`config.mk`:
```
export PLATFORM = sky130hd
export DESIGN_NAME = desk_button_gesture_decoder_unit
export DESIGN_NICKNAME = d
export VERILOG_FILES = /design/src/hdl/dbgd_pkg.sv /design/src/hdl/dbgd_cfg.sv /design/src/hdl/dbgd_core.sv /design/src/hdl/dbgd_out.sv /design/src/hdl/desk_button_gesture_decoder_unit.sv
export SDC_FILE = /design/constraint.sdc
export NUM_CORES = 1
export LEC_CHECK = 0
export BUFFER_PORTS_ARGS = -buffer_cell sky130_fd_sc_hd__buf_2
export CORE_MARGIN = 10
export CORE_UTILIZATION = 40
export CTS_CLUSTER_SIZE = 24
export DETAILED_ROUTE_END_ITERATION = 16
export GPL_TIMING_DRIVEN = 1
export SLEW_MARGIN = 20
export SYNTH_ARGS = -nofsm -noshare
export SYNTH_HDL_FRONTEND = slang
export SYNTH_HIERARCHICAL = 1
export SYNTH_SLANG_ARGS = --single-unit
```
`constraint.sdc`:
```
create_clock -name clk -period 6.1 [get_ports clk]
set_clock_uncertainty 0.1 [all_clocks]
set_input_delay 1.525 -clock clk [delete_from_list [all_inputs] [get_ports clk]]
set_output_delay 1.525 -clock clk [all_outputs]
set_load 0.03 [all_outputs]
```
`src/hdl/dbgd_pkg.sv`:
```
// Desk button gesture decoder: shared types, codes and constants.
// No dependencies; every other file of the block imports this package.
package dbgd_pkg;

  localparam int VAL_W         = 16;
  localparam int KIND_W        = 3;
  localparam int NOW_W         = 32;
  localparam int TIME_BITS_DEF = 32;
  localparam int CFG_ADDR_W    = 3;
  localparam int IN_TDATA_W    = 104;
  localparam int NSLOT         = 4;

  // result kinds
  localparam logic [KIND_W-1:0] KIND_REPORT       = 3'd0;
  localparam logic [KIND_W-1:0] KIND_TARGET       = 3'd1;
  localparam logic [KIND_W-1:0] KIND_RECAL        = 3'd2;
  localparam logic [KIND_W-1:0] KIND_STORE_TOP    = 3'd3;
  localparam logic [KIND_W-1:0] KIND_STORE_BOTTOM = 3'd4;

  // controller motion codes
  localparam logic [1:0] MOT_DOWN = 2'd1;
  localparam logic [1:0] MOT_UP   = 2'd2;

  // register indexes
  localparam logic [CFG_ADDR_W-1:0] REG_MIN_LIMIT   = 3'd0;
  localparam logic [CFG_ADDR_W-1:0] REG_MAX_LIMIT   = 3'd1;
  localparam logic [CFG_ADDR_W-1:0] REG_MAX_DELTA   = 3'd2;
  localparam logic [CFG_ADDR_W-1:0] REG_RECAL_HOLD  = 3'd3;
  localparam logic [CFG_ADDR_W-1:0] REG_MOVE_HOLD   = 3'd4;
  localparam logic [CFG_ADDR_W-1:0] REG_GESTURE_GAP = 3'd5;

  // register reset values
  localparam logic [VAL_W-1:0] RST_MIN_LIMIT   = 16'h0000;
  localparam logic [VAL_W-1:0] RST_MAX_LIMIT   = 16'hFFFF;
  localparam logic [VAL_W-1:0] RST_MAX_DELTA   = 16'(1 << 8);
  localparam logic [VAL_W-1:0] RST_RECAL_HOLD  = 16'(1 << 13);
  localparam logic [VAL_W-1:0] RST_MOVE_HOLD   = 16'(1 << 9);
  localparam logic [VAL_W-1:0] RST_GESTURE_GAP = 16'(1 << 8);

  typedef struct packed {
    logic [VAL_W-1:0] min_limit;
    logic [VAL_W-1:0] max_limit;
    logic [VAL_W-1:0] max_delta;
    logic [VAL_W-1:0] recal_hold_ms;
    logic [VAL_W-1:0] move_hold_ms;
    logic [VAL_W-1:0] gesture_gap_ms;
  } cfg_t;

  // input item, last field in the lowest bits
  typedef struct packed {
    logic             pad;
    logic [VAL_W-1:0] preset_bottom;
    logic [VAL_W-1:0] preset_top;
    logic [1:0]       motion;
    logic [VAL_W-1:0] encoder_high;
    logic [VAL_W-1:0] encoder_low;
    logic [NOW_W-1:0] now_ms;
    logic             sim_level;
    logic             btn_four;
    logic             btn_three;
    logic             btn_down;
    logic             btn_up;
  } in_item_t;

  typedef struct packed {
    logic [KIND_W-1:0] kind;
    logic [VAL_W-1:0]  value;
  } res_t;

  // slot order: down release, up release, report, decision
  typedef struct packed {
    logic [NSLOT-1:0] vld;
    res_t [NSLOT-1:0] slot;
  } bundle_t;

endpackage

```
`src/hdl/dbgd_cfg.sv`:
```
// Desk button gesture decoder: configuration register file.
// Depends on dbgd_pkg.
module dbgd_cfg (
  input  logic                                clk,
  input  logic                                rst_n,
  input  logic                                cfg_we,
  input  logic [dbgd_pkg::CFG_ADDR_W-1:0]     cfg_addr,
  input  logic [dbgd_pkg::VAL_W-1:0]          cfg_wdata,
  output dbgd_pkg::cfg_t                      cfg
);
  import dbgd_pkg::*;

  cfg_t cfg_r;

  always_ff @(posedge clk) begin
    if (!rst_n) begin
      cfg_r.min_limit      <= RST_MIN_LIMIT;
      cfg_r.max_limit      <= RST_MAX_LIMIT;
      cfg_r.max_delta      <= RST_MAX_DELTA;
      cfg_r.recal_hold_ms  <= RST_RECAL_HOLD;
      cfg_r.move_hold_ms   <= RST_MOVE_HOLD;
      cfg_r.gesture_gap_ms <= RST_GESTURE_GAP;
    end else if (cfg_we) begin
      unique case (cfg_addr)
        REG_MIN_LIMIT:   cfg_r.min_limit      <= cfg_wdata;
        REG_MAX_LIMIT:   cfg_r.max_limit      <= cfg_wdata;
        REG_MAX_DELTA:   cfg_r.max_delta      <= cfg_wdata;
        REG_RECAL_HOLD:  cfg_r.recal_hold_ms  <= cfg_wdata;
        REG_MOVE_HOLD:   cfg_r.move_hold_ms   <= cfg_wdata;
        REG_GESTURE_GAP: cfg_r.gesture_gap_ms <= cfg_wdata;
        default: ;
      endcase
    end
  end

  assign cfg = cfg_r;

endmodule

```
`src/hdl/dbgd_core.sv`:
```
// Desk button gesture decoder: input register, button/press state and the
// single-pass decode that produces the result bundle of one poll.
// Depends on dbgd_pkg.
module dbgd_core #(
  parameter int TIME_BITS = dbgd_pkg::TIME_BITS_DEF
) (
  input  logic                              clk,
  input  logic                              rst_n,
  input  logic                              in_tvalid,
  output logic                              in_tready,
  input  logic [dbgd_pkg::IN_TDATA_W-1:0]   in_tdata,
  input  dbgd_pkg::cfg_t                    cfg,
  input  logic                              load_ok,
  output logic                              load,
  output dbgd_pkg::bundle_t                 bundle
);
  import dbgd_pkg::*;

  logic                 in_v_r;
  in_item_t             in_r;
  logic                 up_held_r, down_held_r, three_held_r, four_held_r;
  logic [TIME_BITS-1:0] press_time_r, press_time_nxt;
  logic signed [7:0]    press_count_r, c_dn, c_up, press_count_nxt;

  logic [63:0]          now64;
  logic [TIME_BITS-1:0] now_t, elapsed;
  logic [VAL_W:0]       lo_sum, hi_bound;
  logic [VAL_W-1:0]     step_dn, step_up, rel_target;
  logic                 dn_edge, up_edge, changed, rel_moving;
  logic                 gap_over, move_over, recal_over;

  assign load      = in_v_r & load_ok;
  assign in_tready = ~in_v_r | load;

  always_ff @(posedge clk) begin
    if (!rst_n) begin
      in_v_r <= 1'b0;
    end else if (in_tready) begin
      in_v_r <= in_tvalid;
    end
  end

  always_ff @(posedge clk) begin
    if (in_tready && in_tvalid) begin
      in_r <= in_item_t'(in_tdata);
    end
  end

  // target stepping, sums kept one bit wider
  always_comb begin
    hi_bound = {1'b0, cfg.min_limit} + {1'b0, cfg.max_delta};
    lo_sum   = {1'b0, in_r.encoder_low} + {1'b0, cfg.max_delta};
    step_dn  = ({1'b0, in_r.encoder_high} > hi_bound) ?
               in_r.encoder_high - cfg.max_delta : cfg.min_limit;
    step_up  = (lo_sum < {1'b0, cfg.max_limit}) ? lo_sum[VAL_W-1:0] : cfg.max_limit;
    rel_moving = (in_r.motion == MOT_DOWN) || (in_r.motion == MOT_UP);
    rel_target = (in_r.motion == MOT_DOWN) ? step_dn : step_up;
  end

  always_comb begin
    now64   = 64'(in_r.now_ms);
    now_t   = now64[TIME_BITS-1:0];
    dn_edge = in_r.btn_down != down_held_r;
    up_edge = in_r.btn_up != up_held_r;
    changed = dn_edge | up_edge | (in_r.btn_three != three_held_r) |
              (in_r.btn_four != four_held_r);

    bundle = '0;

    c_dn = press_count_r;
    if (dn_edge) begin
      if (in_r.btn_down) begin
        if (press_count_r > -8'sd127) c_dn = press_count_r - 8'sd1;
      end else if (rel_moving) begin
        c_dn = 8'sd0;
        bundle.vld[0]        = 1'b1;
        bundle.slot[0].kind  = KIND_TARGET;
        bundle.slot[0].value = rel_target;
      end
    end

    c_up = c_dn;
    if (up_edge) begin
      if (in_r.btn_up) begin
        if (c_dn < 8'sd127) c_up = c_dn + 8'sd1;
      end else if (rel_moving) begin
        c_up = 8'sd0;
        bundle.vld[1]        = 1'b1;
        bundle.slot[1].kind  = KIND_TARGET;
        bundle.slot[1].value = rel_target;
      end
    end

    bundle.vld[2]        = changed;
    bundle.slot[2].kind  = KIND_REPORT;
    bundle.slot[2].value = {11'd0, in_r.sim_level, in_r.btn_four, in_r.btn_three,
                            in_r.btn_down, in_r.btn_up};

    press_time_nxt = ((dn_edge & in_r.btn_down) | (up_edge & in_r.btn_up)) ?
                     now_t : press_time_r;
    elapsed    = now_t - press_time_nxt;
    recal_over = elapsed > TIME_BITS'(cfg.recal_hold_ms);
    move_over  = elapsed > TIME_BITS'(cfg.move_hold_ms);
    gap_over   = elapsed > TIME_BITS'(cfg.gesture_gap_ms);

    // one gesture decision per poll, in priority order
    press_count_nxt     = 8'sd0;
    bundle.slot[3].kind = KIND_TARGET;
    bundle.slot[3].value = '0;
    if (in_r.btn_down && in_r.btn_up && recal_over) begin
      bundle.vld[3]       = 1'b1;
      bundle.slot[3].kind = KIND_RECAL;
    end else if (in_r.btn_down && !in_r.btn_up && move_over) begin
      bundle.vld[3]        = 1'b1;
      bundle.slot[3].value = step_dn;
    end else if (in_r.btn_up && !in_r.btn_down && move_over) begin
      bundle.vld[3]        = 1'b1;
      bundle.slot[3].value = step_up;
    end else if (c_up == 8'sd1 && !in_r.btn_up && gap_over) begin
      bundle.vld[3]        = 1'b1;
      bundle.slot[3].value = in_r.preset_top;
    end else if (c_up == -8'sd1 && !in_r.btn_down && gap_over) begin
      bundle.vld[3]        = 1'b1;
      bundle.slot[3].value = in_r.preset_bottom;
    end else if (c_up == 8'sd2 && !in_r.btn_up && gap_over) begin
      bundle.vld[3]        = 1'b1;
      bundle.slot[3].kind  = KIND_STORE_TOP;
      bundle.slot[3].value = in_r.encoder_low;
    end else if (c_up == -8'sd2 && !in_r.btn_down && gap_over) begin
      bundle.vld[3]        = 1'b1;
      bundle.slot[3].kind  = KIND_STORE_BOTTOM;
      bundle.slot[3].value = in_r.encoder_high;
    end else if (!in_r.btn_down && !in_r.btn_up && gap_over) begin
      press_count_nxt = 8'sd0;   // stale sequence
    end else begin
      press_count_nxt = c_up;
    end
  end

  always_ff @(posedge clk) begin
    if (!rst_n) begin
      up_held_r     <= 1'b0;
      down_held_r   <= 1'b0;
      three_held_r  <= 1'b0;
      four_held_r   <= 1'b0;
      press_time_r  <= '0;
      press_count_r <= 8'sd0;
    end else if (load) begin
      up_held_r     <= in_r.btn_up;
      down_held_r   <= in_r.btn_down;
      three_held_r  <= in_r.btn_three;
      four_held_r   <= in_r.btn_four;
      press_time_r  <= press_time_nxt;
      press_count_r <= press_count_nxt;
    end
  end

endmodule

```
`src/hdl/dbgd_out.sv`:
```
// Desk button gesture decoder: result bundle register and the serializer
// that hands its results out one per transaction. Depends on dbgd_pkg.
module dbgd_out (
  input  logic                             clk,
  input  logic                             rst_n,
  input  logic                             load,
  input  dbgd_pkg::bundle_t                bundle,
  output logic                             load_ok,
  output logic                             out_tvalid,
  input  logic                             out_tready,
  output logic [dbgd_pkg::VAL_W-1:0]       out_tdata,
  output logic [dbgd_pkg::KIND_W-1:0]      out_tuser,
  output logic                             out_tlast
);
  import dbgd_pkg::*;

  logic [NSLOT-1:0] vld_r, vld_nxt, sel_mask;
  res_t [NSLOT-1:0] slot_r;
  res_t             sel;
  logic             take;

  // lowest pending slot goes first
  always_comb begin
    case (vld_r)
      4'b0000:                                      sel_mask = 4'b0000;
      4'b0001, 4'b0011, 4'b0101, 4'b0111,
      4'b1001, 4'b1011, 4'b1101, 4'b1111:           sel_mask = 4'b0001;
      4'b0010, 4'b0110, 4'b1010, 4'b1110:           sel_mask = 4'b0010;
      4'b0100, 4'b1100:                             sel_mask = 4'b0100;
      default:                                      sel_mask = 4'b1000;
    endcase
    sel = '0;
    for (int i = 0; i < NSLOT; i++) begin
      if (sel_mask[i]) sel = slot_r[i];
    end
  end

  assign out_tvalid = |vld_r;
  assign out_tlast  = (vld_r & ~sel_mask) == '0;
  assign out_tdata  = sel.value;
  assign out_tuser  = sel.kind;
  assign take       = out_tvalid & out_tready;
  assign load_ok    = ~out_tvalid | (take & out_tlast);

  always_comb begin
    vld_nxt = vld_r;
    if (load) vld_nxt = bundle.vld;
    else if (take) vld_nxt = vld_r & ~sel_mask;
  end

  always_ff @(posedge clk) begin
    if (!rst_n) begin
      vld_r <= '0;
    end else begin
      vld_r <= vld_nxt;
    end
  end

  always_ff @(posedge clk) begin
    if (load) slot_r <= bundle.slot;
  end

endmodule

```
`src/hdl/desk_button_gesture_decoder_unit.sv`:
```
// Desk button gesture decoder, top level.
// Usage: one input transaction per button poll on the in_ stream; results
// leave on the out_ stream, tuser carrying the result kind, tdata the value
// and tlast marking the final result of a poll.
// Each poll yields zero to four results in order: target on down release,
// target on up release, button report, gesture decision.
// Path: a poll accepted into the input register is decoded from there
// combinationally and its results are shown from the result bundle register.
// Throughput: one poll per cycle while out_tready stays high and polls yield
// at most one result; a poll with several results holds the decoder until the
// output serializer, moving one result per transaction (up to 4 per poll), is done.
// Stall: while the receiver holds out_tready low the pending results and one
// further poll wait in their registers; in_tready drops after that.
// Reset (rst_n low, synchronous): button states, press time and press count
// clear, configuration registers return to their defaults, both streams idle.
// Configuration: cfg_we writes cfg_wdata to register cfg_addr.
// Depends on dbgd_pkg, dbgd_cfg, dbgd_core, dbgd_out.
module desk_button_gesture_decoder_unit #(
  parameter int TIME_BITS = dbgd_pkg::TIME_BITS_DEF
) (
  input  logic                            clk,
  input  logic                            rst_n,
  input  logic                            in_tvalid,
  output logic                            in_tready,
  // up, down, three, four, sim, now_ms[32], encoder_low[16], encoder_high[16],
  // motion[2], preset_top[16], preset_bottom[16], zero pad
  input  logic [dbgd_pkg::IN_TDATA_W-1:0] in_tdata,
  output logic                            out_tvalid,
  input  logic                            out_tready,
  output logic [dbgd_pkg::VAL_W-1:0]      out_tdata,   // value
  output logic [dbgd_pkg::KIND_W-1:0]     out_tuser,   // kind
  output logic                            out_tlast,
  input  logic                            cfg_we,
  input  logic [dbgd_pkg::CFG_ADDR_W-1:0] cfg_addr,
  input  logic [dbgd_pkg::VAL_W-1:0]      cfg_wdata
);
  import dbgd_pkg::*;

  cfg_t    cfg;
  bundle_t bundle;
  logic    load, load_ok;

  dbgd_cfg u_cfg (
    .clk       (clk),
    .rst_n     (rst_n),
    .cfg_we    (cfg_we),
    .cfg_addr  (cfg_addr),
    .cfg_wdata (cfg_wdata),
    .cfg       (cfg)
  );

  dbgd_core #(.TIME_BITS(TIME_BITS)) u_core (
    .clk       (clk),
    .rst_n     (rst_n),
    .in_tvalid (in_tvalid),
    .in_tready (in_tready),
    .in_tdata  (in_tdata),
    .cfg       (cfg),
    .load_ok   (load_ok),
    .load      (load),
    .bundle    (bundle)
  );

  dbgd_out u_out (
    .clk        (clk),
    .rst_n      (rst_n),
    .load       (load),
    .bundle     (bundle),
    .load_ok    (load_ok),
    .out_tvalid (out_tvalid),
    .out_tready (out_tready),
    .out_tdata  (out_tdata),
    .out_tuser  (out_tuser),
    .out_tlast  (out_tlast)
  );

endmodule

```
# Word-level counts from Yosys, hierarchy flattened
# Memories as Yosys holds them, arrays and structs flattened. A register that Yosys moved wholly into a read port is not among the register bits.
# Index checks and enable logic that the tools add are counted.
dict set report totals {
  register_bits 310
  mem_bits_ro 64
  in_bits 128
  output_inout_bits 22
  mem_count 1
}
# name words word_bits read_ports rd_clocked_by_memory_dff write_ports line_no
set mem_list {}
lappend mem_list {{(no name shown)} 16 4 1 1 0 dbgd_out.sv:24} ;# case (vld_r)
dict set report classes {
  n_addsub 6
  order_cmp 7
  eq_ne 15
  mux 51
  bitwise_logic 17
  reduce_logical 33
}
# cell count
set ops {}
lappend ops {{$mux W8} 16}
lappend ops {{$mux W16} 7}
lappend ops {{$gt A32 B16 Y1} 3}
lappend ops {{$mux W19} 5}
lappend ops {{$add A16 B16 Y17} 2}
lappend ops {{$mux W32} 1}
lappend ops {{$sub A32 B32 Y32} 1}
lappend ops {{$mux W18} 1}
lappend ops {{$gt A16 B17 Y1} 1}
lappend ops {{$logic_and A1 B1 Y1} 17}
lappend ops {{$lt A17 B16 Y1} 1}
lappend ops {{$mux W17} 1}
lappend ops {{$eq A8 B2 Y1 const B} 2}
lappend ops {{$mux W4} 4}
lappend ops {{$sub A16 B16 Y16} 1}
lappend ops {{$mux W1} 12}
lappend ops {{$reduce_and A2 Y1} 6}
lappend ops {{$add A8 B2 Y8 const B} 1}
lappend ops {{$eq A8 B1 Y1 const B} 1}
lappend ops {{$eq A8 B3 Y1 const B} 1}
lappend ops {{$gt A8 B8 Y1 const B} 1}
lappend ops {{$lt A8 B8 Y1 const B} 1}
lappend ops {{$mux W2} 4}
lappend ops {{$sub A8 B2 Y8 const B} 1}
lappend ops {{19 further kinds} 38}

# Longest topological paths before layout
# Gate-level depths: netlist (run 1).
dict set report depth {
  word_depth 22
  depth_mapped 36
  ltp_nobuf 33
}

# Hierarchy
# Netlist (run 1), hierarchy kept.
# mod instances cells_each area_each_um2
set modules_own_cells {}
lappend modules_own_cells {dbgd_core 1 1569 13660.6}
lappend modules_own_cells {dbgd_cfg 1 352 3653.5}
lappend modules_own_cells {dbgd_out 1 199 3320.7}

# Least setup slack after synthesis (run 1)
# Ideal clock, no wire load.
dict set report synth_path {
  kind {register to register}
  startpoint {reg u_core.in_r, in the netlist u_core/bundle[38]}
  endpoint {reg u_core.press_count_r[2]}
  arrival_ns 6.077
  setup_slack_ns -0.160
  stages_incl_launch_ff 30
  path_buffers 4
  synth_period_minus_slack_ns 6.260
  cell_sequence {edfxtp_1 > ha_1 > nor2_1 > buf_2 > clkbuf_1 > buf_1 > nand2_1 > o21ai_0 > ha_1 > inv_1 > ha_1 > a31oi_1 > o22ai_2 > o211ai_1 > nand2_1 > a21o_1 > a21oi_1 > xnor2_1 > ha_1 > nand2_1 > or3_1 > nor3_1 > a21oi_1 > o31a_1 > or3b_2 > nor4_1 > o22ai_1 > or3_1 > buf_6 > o31ai_4}
}
dict set report synth_between {
  elab_chain_cells 15
}
# item line_no
set synth_rtl {}
lappend synth_rtl {{start: declaration} dbgd_core.sv:20} ;# in_item_t in_r;
lappend synth_rtl {{start signal: assignment} dbgd_core.sv:45} ;# in_r <= in_item_t'(in_tdata);
lappend synth_rtl {{$ne A1 B1 Y1} dbgd_core.sv:64} ;# up_edge = in_r.btn_up != up_held_r;
lappend synth_rtl {{$and A1 B1 Y1 *} dbgd_core.sv:99} ;# press_time_nxt = ((dn_edge & in_r.btn_down) | (up_edge & in_r.btn_up)) ?
lappend synth_rtl {{$or A1 B1 Y1 *} dbgd_core.sv:99}
lappend synth_rtl {{$mux W32 *} dbgd_core.sv:99}
lappend synth_rtl {{net u_core.press_time_nxt[0]} dbgd_core.sv:22} ;# logic [TIME_BITS-1:0] press_time_r, press_time_nxt;
lappend synth_rtl {{$sub A32 B32 Y32 *} dbgd_core.sv:101} ;# elapsed = now_t - press_time_nxt;
lappend synth_rtl {{$gt A32 B16 Y1} dbgd_core.sv:104} ;# gap_over = elapsed > TIME_BITS'(cfg.gesture_gap_ms);
lappend synth_rtl {{$logic_and A1 B1 Y1} dbgd_core.sv:133} ;# end else if (!in_r.btn_down && !in_r.btn_up && gap_over) begin
lappend synth_rtl {{$mux W8} dbgd_core.sv:133}
lappend synth_rtl {{$mux W8} dbgd_core.sv:129} ;# end else if (c_up == -8'sd2 && !in_r.btn_down && gap_over) begin
lappend synth_rtl {{$mux W8} dbgd_core.sv:125} ;# end else if (c_up == 8'sd2 && !in_r.btn_up && gap_over) begin
lappend synth_rtl {{$mux W8} dbgd_core.sv:122} ;# end else if (c_up == -8'sd1 && !in_r.btn_down && gap_over) begin
lappend synth_rtl {{$mux W8} dbgd_core.sv:119} ;# end else if (c_up == 8'sd1 && !in_r.btn_up && gap_over) begin
lappend synth_rtl {{$mux W8} dbgd_core.sv:116} ;# end else if (in_r.btn_up && !in_r.btn_down && move_over) begin
lappend synth_rtl {{$mux W8} dbgd_core.sv:113} ;# end else if (in_r.btn_down && !in_r.btn_up && move_over) begin
lappend synth_rtl {{$mux W8 *} dbgd_core.sv:110} ;# if (in_r.btn_down && in_r.btn_up && recal_over) begin
lappend synth_rtl {{end signal: assignment} dbgd_core.sv:154} ;# press_count_r <= press_count_nxt;
lappend synth_rtl {{end: declaration} dbgd_core.sv:23} ;# logic signed [7:0] press_count_r, c_dn, c_up, press_count_nxt;
# The timed path passes the listed nets; every way through them passes the cells marked *.
# A chain may end at the register's enable or synchronous reset.

==> results of run 1 <==
worst max-delay path: cells and delay by family (launching register included):
| kind | cells | cell delay, ns |
|---|---|---|
| compound gates | 10 | 1.52 |
| buf+inv | 3 | 0.37 |
| fa+ha+maj | 4 | 0.92 |
| xor+xnor | 1 | 0.13 |
| simple gates | 11 | 2.20 |
| flops | 1 | 0.39 |
power breakdown:
| group | switching, mW | total, mW | internal (mW) |
|---|---|---|---|
| clock | 0.957 | 2.32 | 1.36 |
| combinational | 0.968 | 1.62 | 0.652 |
| sequential | 0.0867 | 2.56 | 2.48 |
| total | 2.01 | 6.50 | 4.49 |
routing by layer:
metal | GRT usage, % | wire length, um
met1 | 24.3 | 26000
met5 | 0 | 7
met4 | 4.46 | 869
met3 | 2.72 | 3340
met2 | 29.4 | 26400
cell families (layout without fill, tap and decap cells):
family                   after synthesis  in the layout  share of synthesized area [%]
AO/OA/AOI/OAI                        508            508                           18.1
XOR/XNOR                              74             74                           3.14
adder cells (fa/ha/maj)              157            157                           9.62
buffers and inverters                244            401                           5.41
flip-flops                           328            328                           40.5
multiplexers                         156            156                           7.66
other                                  1             19                         0.0182
AND/OR/NAND/NOR                      652            652                           15.5
sequential cells by signal, indices dropped and copies added, names as in the netlist:
register              flops
u_core/press_time_r      32
u_core/now_t             32
u_core/bundle             5
u_out/slot_r             76
u_core/four_held_r        1
u_core/down_held_r        1
u_core/in_r              66
u_out/sel_mask            4
u_out/vld_r               4
u_cfg/cfg                96
u_core/in_v_r             1
u_core/up_held_r          1
u_core/three_held_r       1
u_core/press_count_r      8
cell type report:
| type | instances | area, um^2 | area share (%) |
|---|---|---|---|
| Timing Repair Buffer | 211 | 1260 | 5.34 |
| Multi-Input combinational cell | 1565 | 11400 | 48.2 |
| Clock inverter | 28 | 209 | 0.887 |
| Antenna cell | 1 | 2.50 | 0.0106 |
| Clock buffer | 46 | 1080 | 4.57 |
| Inverter | 116 | 438 | 1.86 |
| Sequential cell | 328 | 8360 | 35.5 |
| Tap cell | 680 | 851 | 3.61 |
what timing repair did:
item                                    CTS  global route
hold endpoints to repair                  0             0
setup buffers                             0             4
endpoints found under the setup margin    7            34
pin swaps                                 0             5
resized for setup                         1            30
worst paths after layout:
kind	start	to	slack [ns]	cells past startpoint
worst max-delay path	u_core/bundle[39]	u_out/sel_mask[3]	0.33	29
worst min-delay path	u_core/bundle[42]	u_out/slot_r[42]	0.35	0
worst max register to register	u_core/bundle[39]	u_out/sel_mask[3]	0.33	29
worst min register to register	u_core/bundle[42]	u_out/slot_r[42]	0.35	0
per-stage QoR:
step / setup WS [ns] / power, mW
floorplan: 0.0398 / 3.71
finish: 0.328 / 6.50
detailed placement: -0.0179 / 4.18
global route: -0.0817 / 6.84
CTS: 0.0241 / 6.53
global placement: 0.0727 / 4.15
cells in the mapped netlist (16+ instances only):
cell,n
mux2i_1,140
buf_2,27
ha_1,153
buf_4,28
nand4_1,24
inv_1,114
nand2b_1,22
and2_1,16
xor2_1,33
o22ai_1,20
a22oi_1,20
xnor2_1,41
a21o_1,39
a21oi_1,104
nand3_1,26
a21boi_0,22
o21ai_0,65
edfxtp_1,179
mux2_2,16
nor3_1,33
a211oi_1,24
clkbuf_1,55
o31ai_2,16
o211a_1,21
dfxtp_1,149
o21a_1,20
nand2_1,257
a22o_1,20
nor2b_1,87
o31ai_1,17
nor2_1,107
==> impl_metrics.tcl, run 1 <==
set metrics [dict create \
    finalWeightedCongestion 0.881 \
    place_area_mm2 0.0221 \
    finalCritPeriodShare_pct 94.6 \
    netlist.top_cell.by_area "edfxtp_1" \
    finalHoldWorstSlack_ns 0.350 \
    nets 2546 \
    drt_drc_violations_left 0 \
    tritoncts_num_sinks 328 \
    grt-ovfl-total 0 \
    unique_cell_type_count_in_the_yosys_netlist 100 \
    finalSetupTns_ns 0 \
    detail_route.iter0.violations 1107 \
    pin_count_of_the_biggest_net_entering_global_routing 84 \
    detail_route.first_pass.iterations 5 \
    relSlewSlack_pct 27.5 \
    fin_util_pct 46.0 \
    cts.path.max_buffers 3 \
    die_area_mm2 0.0611 \
    final_cell_area_mm2 0.0236 \
    number_of_vias_per_cell_after_detailed_routing 5.47 \
    path_common_cell "nand2_1" \
    grt_pass1_vias 15600 \
    place.detailed.instances 2896 \
    routed_wl_mm 56.6 \
    layout_stage_area_growth_over_the_synthesis_result_pct 14.1 \
    number_of_maximum_capacitance_violations 0 \
    finalCriticalPeriod_ns 5.77 \
    power.density_mw_per_mm2 276 \
    worstHoldPathType "register to register" \
    port_buffers 148 \
    grt_usage_pct 17.9 \
    synth-seq-cells 328 \
    final_max_slew_viol_count 0 \
    timing.fmax_mhz 173 \
    postSynth.topFlopCell "edfxtp_1" \
    static-leakage-power_nw 9.91 \
    die_height_um 247 \
    floorplan.initialDensity_pct 40.3 \
    finalHoldViolCount 0 \
    cts_hold_buffers 0 \
    post_drt_wl_per_cell_um 19.0 \
    die_width_um 247 \
    final_common_cell "nand2_1" \
    outcome "completed" \
    worst-path-max-fanout 3 \
    num-fill-cells 4819 \
    final_cells 2975 \
    worst_ep_required_time_ns 6.45 \
    grt_pass1_wl_mm 87.3 \
    worstPathArrival_ns 6.12 \
    synth-edff-count 179 \
    num_vias 16300 \
    design.portCount 150 \
    critical_path.endpoint_type "register" \
    unrepaired_setup_endpoints_after_global_routing "true" \
    synth_seq_area_share_pct 40.5 \
    ir_drop_uv 199 \
    synth-warning-count 6 \
    core_area_mm2 0.0512 \
    max_slew.worst_pin.slew_ns 1.09 \
    synthesized_netlist_cell_count 2120 \
    tritoncts "built" \
    critPathMaxStageDelay_ns 0.46 \
    area_share_of_the_largest_cell_type_after_synthesis_pct 26.0 \
    cts-root-buf "clkbuf_16" \
    ant_nets 0 \
    clock_insertion_delay_worst_skew_ns 0.57 \
    clock_slew_at_the_register_clock_pins_of_the_worst_setup_and_hold_paths_ns 0.06 \
    timing.critical_path.slowest_stage_cell "or3b_2" \
    synthesis.area_mm2 0.0206 \
    dp_hpwl_mm 43.1 \
    postSynth.asyncResetShare_pct 0 \
    tritoncts.num_buffers 40 \
    criticalPathCategory "register to register" \
    critPathLaunchType "register" \
    floorplan.rows 83 \
    setup_viol 0 \
    layout.cells.most_common_list "257 x nand2_1, 179 x edfxtp_1, 150 x ha_1" \
    syn-mean-instance-area_um2 9.73 \
    htree_levels 2 \
    grt_antenna_before_repair 1 \
    fraction_of_layout_cells_with_a_size_suffix_above_1_pct 16.4 \
    synth.top_cells.by_area "edfxtp_1 26%, dfxtp_1 14%, ha_1 9.3%" \
]
Note: power is estimated with default switching activity, not from simulation.
==> inputs of run 2 (changes only) <==
Settings changed: PLACE_DENSITY set to 0.7.
==> impl_metrics.tcl, run 2 (same netlist as run 1, synthesis figures left out) <==
set metrics [dict create \
    gr-usage-met2_pct 29.6 \
    tritoncts.num_buffers 38 \
    gate_power_share_pct 25.3 \
    final_cell_area_mm2 0.0235 \
    ff2ff_setup_slack_ns 0.29 \
    grt_pass1_wl_mm 88.8 \
    cell_internal_pwr_mw 4.48 \
    outcome "completed" \
    finalCritPeriodShare_pct 95.3 \
    routed_wl_mm 57.2 \
    htree_levels 2 \
    ir_drop_uv 171 \
    drt_drc_violations_left 0 \
    groute.layer.met3.usage_pct 3.29 \
    worst-path-max-fanout 24 \
    core_area_mm2 0.0512 \
    pin_count_of_the_biggest_net_entering_global_routing 98 \
    critPathMaxStageDelay_ns 0.73 \
    timing.fmax_mhz 172 \
    globalRouteMet1Util_pct 24.0 \
    design.portCount 150 \
    die_area_mm2 0.0611 \
    totalPowerFinal_mw 6.53 \
    p_sw_share_pct 31.3 \
    post_drt_wl_per_cell_um 19.3 \
    setup_viol 0 \
    grt_usage_pct 18.2 \
    dp_hpwl_mm 43.2 \
    cts.path.max_buffers 3 \
    layout.cells.most_common_list "257 x nand2_1, 179 x edfxtp_1, 151 x ha_1" \
    clock_insertion_delay_worst_skew_ns 0.57 \
    power.density_mw_per_mm2 277 \
    floorplan.initialDensity_pct 40.3 \
    clock_slew_at_the_register_clock_pins_of_the_worst_setup_and_hold_paths_ns 0.06 \
    place_area_mm2 0.0221 \
    finalWeightedCongestion 0.888 \
    static-leakage-power_nw 9.91 \
    critPathLaunchType "register" \
    max_slew.worst_pin.slew_ns 1.14 \
    cts-root-buf "clkbuf_16" \
    grt_antenna_before_repair 4 \
    timing.critical_path.slowest_stage_cell "or4_1" \
    grt-ovfl-total 0 \
    cts_hold_buffers 0 \
    criticalPathCategory "register to register" \
    path_common_cell "ha_1" \
    die_height_um 247 \
    largest_reg_flops 96 \
    tritoncts "built" \
    final_common_cell "nand2_1" \
    cp.buffers_inverters 2 \
    clock_power_share_pct 35.4 \
    nets 2542 \
    layout_stage_area_growth_over_the_synthesis_result_pct 14.1 \
    detail_route.iter0.violations 1173 \
    worstHoldPathType "register to register" \
    switching_power_mw 2.04 \
    finalHoldViolCount 0 \
    num_vias 16500 \
    kind_of_cell_adding_the_most_delay_to_the_critical_path "simple AND/OR/NAND/NOR gates" \
    finalSetupTns_ns 0 \
    ant_nets 0 \
    number_of_vias_per_cell_after_detailed_routing 5.56 \
    place_ws_ns -0.0125 \
    floorplan.rows 83 \
    unrepaired_setup_endpoints_after_global_routing "false" \
    number_of_maximum_capacitance_violations 0 \
    setup_slack_ns 0.286 \
    critical_path.endpoint_type "register" \
    port_buffers 148 \
    pwr-share-seq_pct 39.3 \
    worstPathCellList "ha_1 -> or2_1 -> buf_12 -> mux2i_1 -> ha_1 -> buf_4 -> a311oi_1 -> o311ai_1 -> o22ai_1 -> or3_1 -> o21ai_1 -> xnor2_1 -> o211ai_1 -> or4_1 -> nor4_1 -> nor3_4 -> a21oi_1 -> a211oi_1" \
    die_width_um 247 \
    detail_route.first_pass.iterations 5 \
    worst_ep_required_time_ns 6.29 \
    final_max_slew_viol_count 0 \
    grt-busiest-layer "met2" \
    finalCriticalPeriod_ns 5.81 \
    worstPathArrival_ns 6.01 \
    tritoncts_num_sinks 328 \
    relSlewSlack_pct 23.8 \
    grt_pass1_vias 16300 \
    fraction_of_layout_cells_with_a_size_suffix_above_1_pct 16.2 \
]
[run 2: changes by cell type in the layout (fill, tap and decap cells not counted), moves of 3 or more]
| cell | previous run | this run |
|---|---|---|
| mux2i_1 | 135 | 139 |
| mux2i_2 | 5 | 1 |
| clkinv_1 | 9 | 3 |
| clkbuf_8 | 1 | 4 |
| clkbuf_1 | 2 | 7 |
[run 2: worst paths after layout]
kind | startpoint | endpoint | cells past startpoint
worst max-delay path | u_core/bundle[38] | u_out/slot_r[66] | 18
worst min-delay path | u_core/bundle[42] | u_out/slot_r[42] | 0
worst max register to register | u_core/bundle[38] | u_out/slot_r[66] | 18
worst min register to register | u_core/bundle[42] | u_out/slot_r[42] | 0
[run 2: power by group through the flow]
stage | Combinational [mW] | Clock [mW] | Sequential [mW]
2_1_floorplan | 1.13 | 0 | 2.58
4_1_cts | 1.61 | 2.37 | 2.56
3_3_place_gp | 1.55 | 0 | 2.60
5_1_grt | 1.82 | 2.46 | 2.57
6_report | 1.65 | 2.31 | 2.56
3_5_place_dp | 1.59 | 0 | 2.61
[run 2: worst reg2reg max path, cell delays in order (launching register included)]
cell,delay [ns]
edfxtp_1,0.38
ha_1,0.25
or2_1,0.37
buf_12,0.23
mux2i_1,0.17
ha_1,0.31
buf_4,0.17
a311oi_1,0.11
o311ai_1,0.49
o22ai_1,0.20
or3_1,0.33
o21ai_1,0.15
xnor2_1,0.13
o211ai_1,0.10
or4_1,0.73
nor4_1,0.65
nor3_4,0.22
a21oi_1,0.35
a211oi_1,0.10
[run 2: through the flow]
| step | utilization [%] | hold WS [ns] | cells |
|---|---|---|---|
| 5_1_grt | 46.0 | 0.359 | 2968 |
| 4_1_cts | 45.6 | 0.352 | 2962 |
| 3_5_place_dp | 43.2 | 0.306 | 2893 |
| 3_3_place_gp | 43.2 | 0.340 | 2893 |
| 6_report | 46.0 | 0.347 | 2969 |
| 2_1_floorplan | - | 0.338 | 2137 |
[run 2: layout make-up]
class                      instances  area [um^2]
antenna                            2         5.00
clock buffer                      52         1090
clock inverter                    17          170
fill                            4708        27600
inverter                         116          438
multi-input combinational       1565        11400
sequential                       328         8360
tap                              680          851
timing repair buffer             209         1240
[run 2: what timing repair did]
action / CTS / global route
pin swaps: 0 / 5
endpoints found under the setup margin: 7 / 59
setup buffers: 0 / 5
gates resized for setup: 1 / 34
[run 2: metal layers]
| layer | share of wire [%] | up-vias |
|---|---|---|
| li1 | - | 7976 |
| met1 | 44 | 7909 |
| met2 | 46 | 501 |
| met3 | 6.6 | 108 |
| met4 | 3.1 | 4 |
| met5 | 0.038 | - |
